[src/design/double_ended_queue_with_search_macros.svh]
// Assertion macros shared by the deque RTL.
`ifndef DOUBLE_ENDED_QUEUE_WITH_SEARCH_MACROS_SVH
`define DOUBLE_ENDED_QUEUE_WITH_SEARCH_MACROS_SVH

// Same-cycle implication, checked outside reset.
`define DQS_ASSERT_IMP(label, clk, rst_n, ante, cons) \
	label: assert property (@(posedge clk) disable iff (!(rst_n)) (ante) |-> (cons)) \
		else $error("deque assertion failed");

// Next-cycle implication, checked outside reset.
`define DQS_ASSERT_NXT(label, clk, rst_n, ante, cons) \
	label: assert property (@(posedge clk) disable iff (!(rst_n)) (ante) |=> (cons)) \
		else $error("deque assertion failed");

`endif

[src/design/dqs_ram.sv]
// Generic one-write one-read RAM with registered read data.
module dqs_ram #(
	parameter int DEPTH = 16,
	parameter int WIDTH = 32,
	localparam int AW   = (DEPTH > 1) ? $clog2(DEPTH) : 1
) (
	input  logic             clk,
	input  logic             we,
	input  logic [AW-1:0]    waddr,
	input  logic [WIDTH-1:0] wdata,
	input  logic             re,
	input  logic [AW-1:0]    raddr,
	output logic [WIDTH-1:0] rdata
);
	logic [WIDTH-1:0] mem [DEPTH];

	always_ff @(posedge clk) begin
		if (we) begin
			mem[waddr] <= wdata;
		end
	end

	always_ff @(posedge clk) begin
		if (re) begin
			rdata <= mem[raddr];
		end
	end
endmodule

[config.mk]
export PLATFORM = sky130hd
export DESIGN_NAME = dqs_ram
export DESIGN_NICKNAME = d
export VERILOG_FILES = /design/src/design/double_ended_queue_with_search_macros.svh /design/src/design/dqs_ram.sv
export SDC_FILE = /design/constraint.sdc
export NUM_CORES = 1
export LEC_CHECK = 0
export BUFFER_PORTS_ARGS = -buffer_cell sky130_fd_sc_hd__buf_2
export CAP_MARGIN = 30
export CELL_PAD_IN_SITES_DETAIL_PLACEMENT = 0
export CELL_PAD_IN_SITES_GLOBAL_PLACEMENT = 1
export CORE_MARGIN = 2
export CORE_UTILIZATION = 50
export CTS_BUF_LIST = sky130_fd_sc_hd__clkbuf_4 sky130_fd_sc_hd__clkbuf_8
export CTS_CLUSTER_SIZE = 24
export DETAILED_ROUTE_END_ITERATION = 16
export PLACE_DENSITY_LB_ADDON = 0.1
export SLEW_MARGIN = 40
export SYNTH_ARGS = -nofsm -noshare
export SYNTH_HDL_FRONTEND = slang
export SYNTH_SLANG_ARGS = --single-unit
[constraint.sdc]
create_clock -name clk -period 6.8 [get_ports clk]
set_input_delay 1.36 -clock clk [delete_from_list [all_inputs] [get_ports clk]]
set_output_delay 1.36 -clock clk [all_outputs]
set_load 0.01 [all_outputs]
Word-level counts from Yosys, hierarchy flattened
Memories as Yosys holds them, arrays and structs flattened. A register that Yosys moved wholly into a read port is not among the register bits. Cells that the tools add are included.

Multiplexer cells: 2.

Operators by type and width (count): two-way mux 1 bit (2).

Output and inout bits: 32. RAM bits: 512. Logic and storage cells: 3. Memories kept: 1. Bits of input ports: 43. Register bits after elaboration: 0.

Memory list: mem (words 16, width 32, read ports 1, clocked after Yosys merged registers in 1, write ports 1, line dqs_ram.sv:15) `logic [WIDTH-1:0] mem [DEPTH];`.

Longest topological paths before layout
Depth after elaboration: 2. Mapped depth: 5. Depth with buffers taken out: 3.

Worst setup path after synthesis
OpenSTA, ideal clock, no wires.

Path type: input port to flip-flop. Start: input port waddr[2]. End: memory mem[0][0], enable pin. Library setup time: 461 ps. Data arrival time: 4078 ps. Required time: 6339 ps. Stages on the path: 2. Path slack: 2260 ps. Path buffers: 0. Cells stage by stage: or3b_2 nor3_1.

RTL lines: start: declaration (line dqs_ram.sv:9) `input logic [AW-1:0] waddr,`; end: declaration (line dqs_ram.sv:15).

No word-level cell before the write port.

==> results.yml <==
min_path:
  min_path_type: "flip-flop to flip-flop"
  min_from: "mem[14][21]$_DFFE_PP_"
  holdPathStages: 3
  hold_end: "rdata[21]$_DFFE_PP_"
placement:
  io_buffers: 74
  pre_cts_slack_ps: 2878
  dp_hpwl_um: 22230
  place.gp.congestion: 0.7031
layout:
  multi_input_area_um2: 3756
  drive_gt1_share_pct: 35.81
  area_growth_pct: 13.66
  n_fill_cell: 2956
  num_antenna_cells: 0
  seq_area_um2: 16340
  nets: 1027
yosys:
  yosys.area_share.adder_pct: 0
  synth_cells: 838
  synthFlopType: "edfxtp_1"
  synth-simple-area-share_pct: 1.253
  synthesis.nets: 881
  syn_area_um2: 20170
  synth.area.mux_share_pct: 14.29
  synth_common_cells: "edfxtp_1 (544), mux4_2 (128), a22oi_1 (64)"
  yosys-top-cells-area: "edfxtp_1 (81%), mux4_2 (14%), a22oi_1 (2.4%)"
  synthXorXnorAreaFrac_pct: 0
  synth_top_family_by_area: "multiplexers"
  synth_cell_types: 17
  synth_edf_count: 544
  yosysTopAreaCellShare_pct: 80.97
  synth-compound-area-share_pct: 2.382
  synth_top_area_cell: "edfxtp_1"
  avgSynthCellArea_um2: 24.07
  yosysMostFrequentCell: "edfxtp_1"
  synth_async_sr_flop_share_pct: 0
  yosysWarnings: 0
  ys_seq_area_share_pct: 80.97
  ys_ff_latch: 544
die:
  initial_utilization_pct: 50.66
  rows: 73
  io_pins: 75
  die_h_um: 204.9
  fp.dieW_um: 204.9
  die-area_um2: 41970
  core_area_um2: 39820
timing:
  max_freq_ghz: 0.3137
  skew_ps: 14.45
  worst_pin_slew_ps: 810.1
  drv_slew: 0
  slew_headroom_pct: 46.00
  fin_tns_setup_ps: 0
  rsz0062_at_grt: "no"
  fin_crit_sh_pct: 46.87
  layout_setup_ws_ps: 3613
  hold_violations: 0
  period_needed_ps: 3187
  setup_viol: 0
worst_setup_path:
  cp-end-kind: "flip-flop"
  slowest_delay_ps: 570
  worst_ep_required_time_ps: 7160
  start_kind: "input port"
  ff2ff_path_depth: 3
  ff2ff_setup_slack_ps: 5240
  crit_chain: "clkbuf_8, buf_16, buf_12, mux4_2, a22oi_1, nand2_1"
  r2r-end: "rdata[29]$_DFFE_PP_"
  crit_type: "input port to flip-flop"
  critPathArrivalTime_ps: 3550
  critPathTopFamily: "buffers and inverters"
  cp_slowest_cell: "mux4_2"
  path_max_fanout: 64
  crit_buf_inv: 3
  rr_startpoint: "mem[0][29]$_DFFE_PP_"
pwr:
  leakagePower_nw: 7.351
  p_per_area_nw_per_um2: 288.0
  ir_worst_vdd_mv: 0.1636
route:
  drtIter0Drc: 906
  avgRoutedWirePerCell_um: 29.44
  viasPerCell: 6.049
  wirelength_um: 45950
  first_pass_iters: 5
  route.vias.total: 9442
  route.detailed.drc: 0
  ant_nets: 0
clock_tree:
  cts_buffer_depth: 3
  cts_tree: "done"
  htree_levels: 3
  cts_buffers: 84
  clk_pin_slew_ps: 60
  cts_resized: 0
  cts_num_sinks: 544
  cts_setup_buffers: 0
  root_buffer: "clkbuf_8"
  hold_buffers: 0
  clk_latency_ps: 610
global_routing:
  grt_pass1_wl_um: 66710
  grt_max_degree: 70
  use_met2_pct: 36.37
  grt_overflow: 0
  grt_pass1_vias: 10126
  use_met1_pct: 32.18
  top_usage_layer: "met2"
  grt.met3_usage_pct: 4.550
  antenna_found_initial: 3
  track_usage_pct: 22.82
run:
  max_cap_violations: 0
status:
  outcome: "finished clean"
[metrics by stage]
stage	cells	util [%]	hold slack [ps]	power (mW)	cell area [um^2]
floorplan	838	-	710.3	4.053	20170
finish	1561	57.58	735.8	6.603	22930
global route	1561	57.58	762.8	6.842	22930
detailed placement	1422	53.76	735.1	4.208	21410
global placement	1419	53.55	725.3	4.189	21320
CTS	1560	57.52	741.7	6.672	22910
[layout make-up]
cell class	count	share of cell area, %
clock buffer	112	6.041
clock inverter	26	0.4911
multi-input combinational	251	16.38
sequential	544	71.24
tap	525	2.865
timing repair buffer	103	2.979
[cells in the final DEF (no fill, tap or decap), types with 2 or more instances in the layout]
cell,n
a22oi_1,64
buf_16,3
buf_2,72
buf_4,24
clkbuf_4,25
clkbuf_8,88
clkinv_1,19
clkinv_2,5
edfxtp_1,544
mux4_2,128
nand2_1,33
nand2b_1,2
nand3b_1,2
nor2_4,13
nor2b_4,2
nor3_2,3
[logic make-up after synthesis]
kind of cell | Yosys count
DFF | 544
muxes | 128
AOI/OAI and AO/OA | 64
and+or+nand+nor | 59
buffers and inverters | 43
[flip-flops by register name (all words and copies together) (netlist names)]
name,flops
rdata,32
mem,512
[report_power, final]
part,internal (mW),switching (mW)
Clock,1.31,1.16
Combinational,0.131,0.200
Sequential,3.78,0.0214
[worst max path at each step]
| stage | slack [ps] | endpoint | depth (start not counted) | startpoint |
|---|---|---|---|---|
| detailed placement | 2880 | rdata[14]$_DFFE_PP_ | 6 | raddr[0] |
| global placement | 2960 | rdata[14]$_DFFE_PP_ | 5 | raddr[0] |
| finish | 3610 | rdata[23]$_DFFE_PP_ | 6 | raddr[0] |
| CTS | 3540 | rdata[14]$_DFFE_PP_ | 6 | raddr[0] |
| floorplan | 2260 | mem[0][0]$_DFFE_PP_ | 2 | waddr[2] |
| global route | 3420 | rdata[22]$_DFFE_PP_ | 6 | raddr[0] |
[routing by layer]
| layer | up-vias | part of all wire, % |
|---|---|---|
| met5 | - | 0.067 |
| met4 | 6 | 2.1 |
| met2 | 384 | 49 |
| met1 | 5071 | 42 |
| li1 | 3901 | - |
| met3 | 80 | 7.2 |
[tightest hold or removal path, delay by kind of cell (launching register included)]
| family | cells | cell delay [ps] |
|---|---|---|
| simple gates | 1 | 50 |
| flops | 1 | 310 |
| mux | 1 | 220 |
| compound gates | 1 | 60 |
Power figures use the tool's default switching activity.
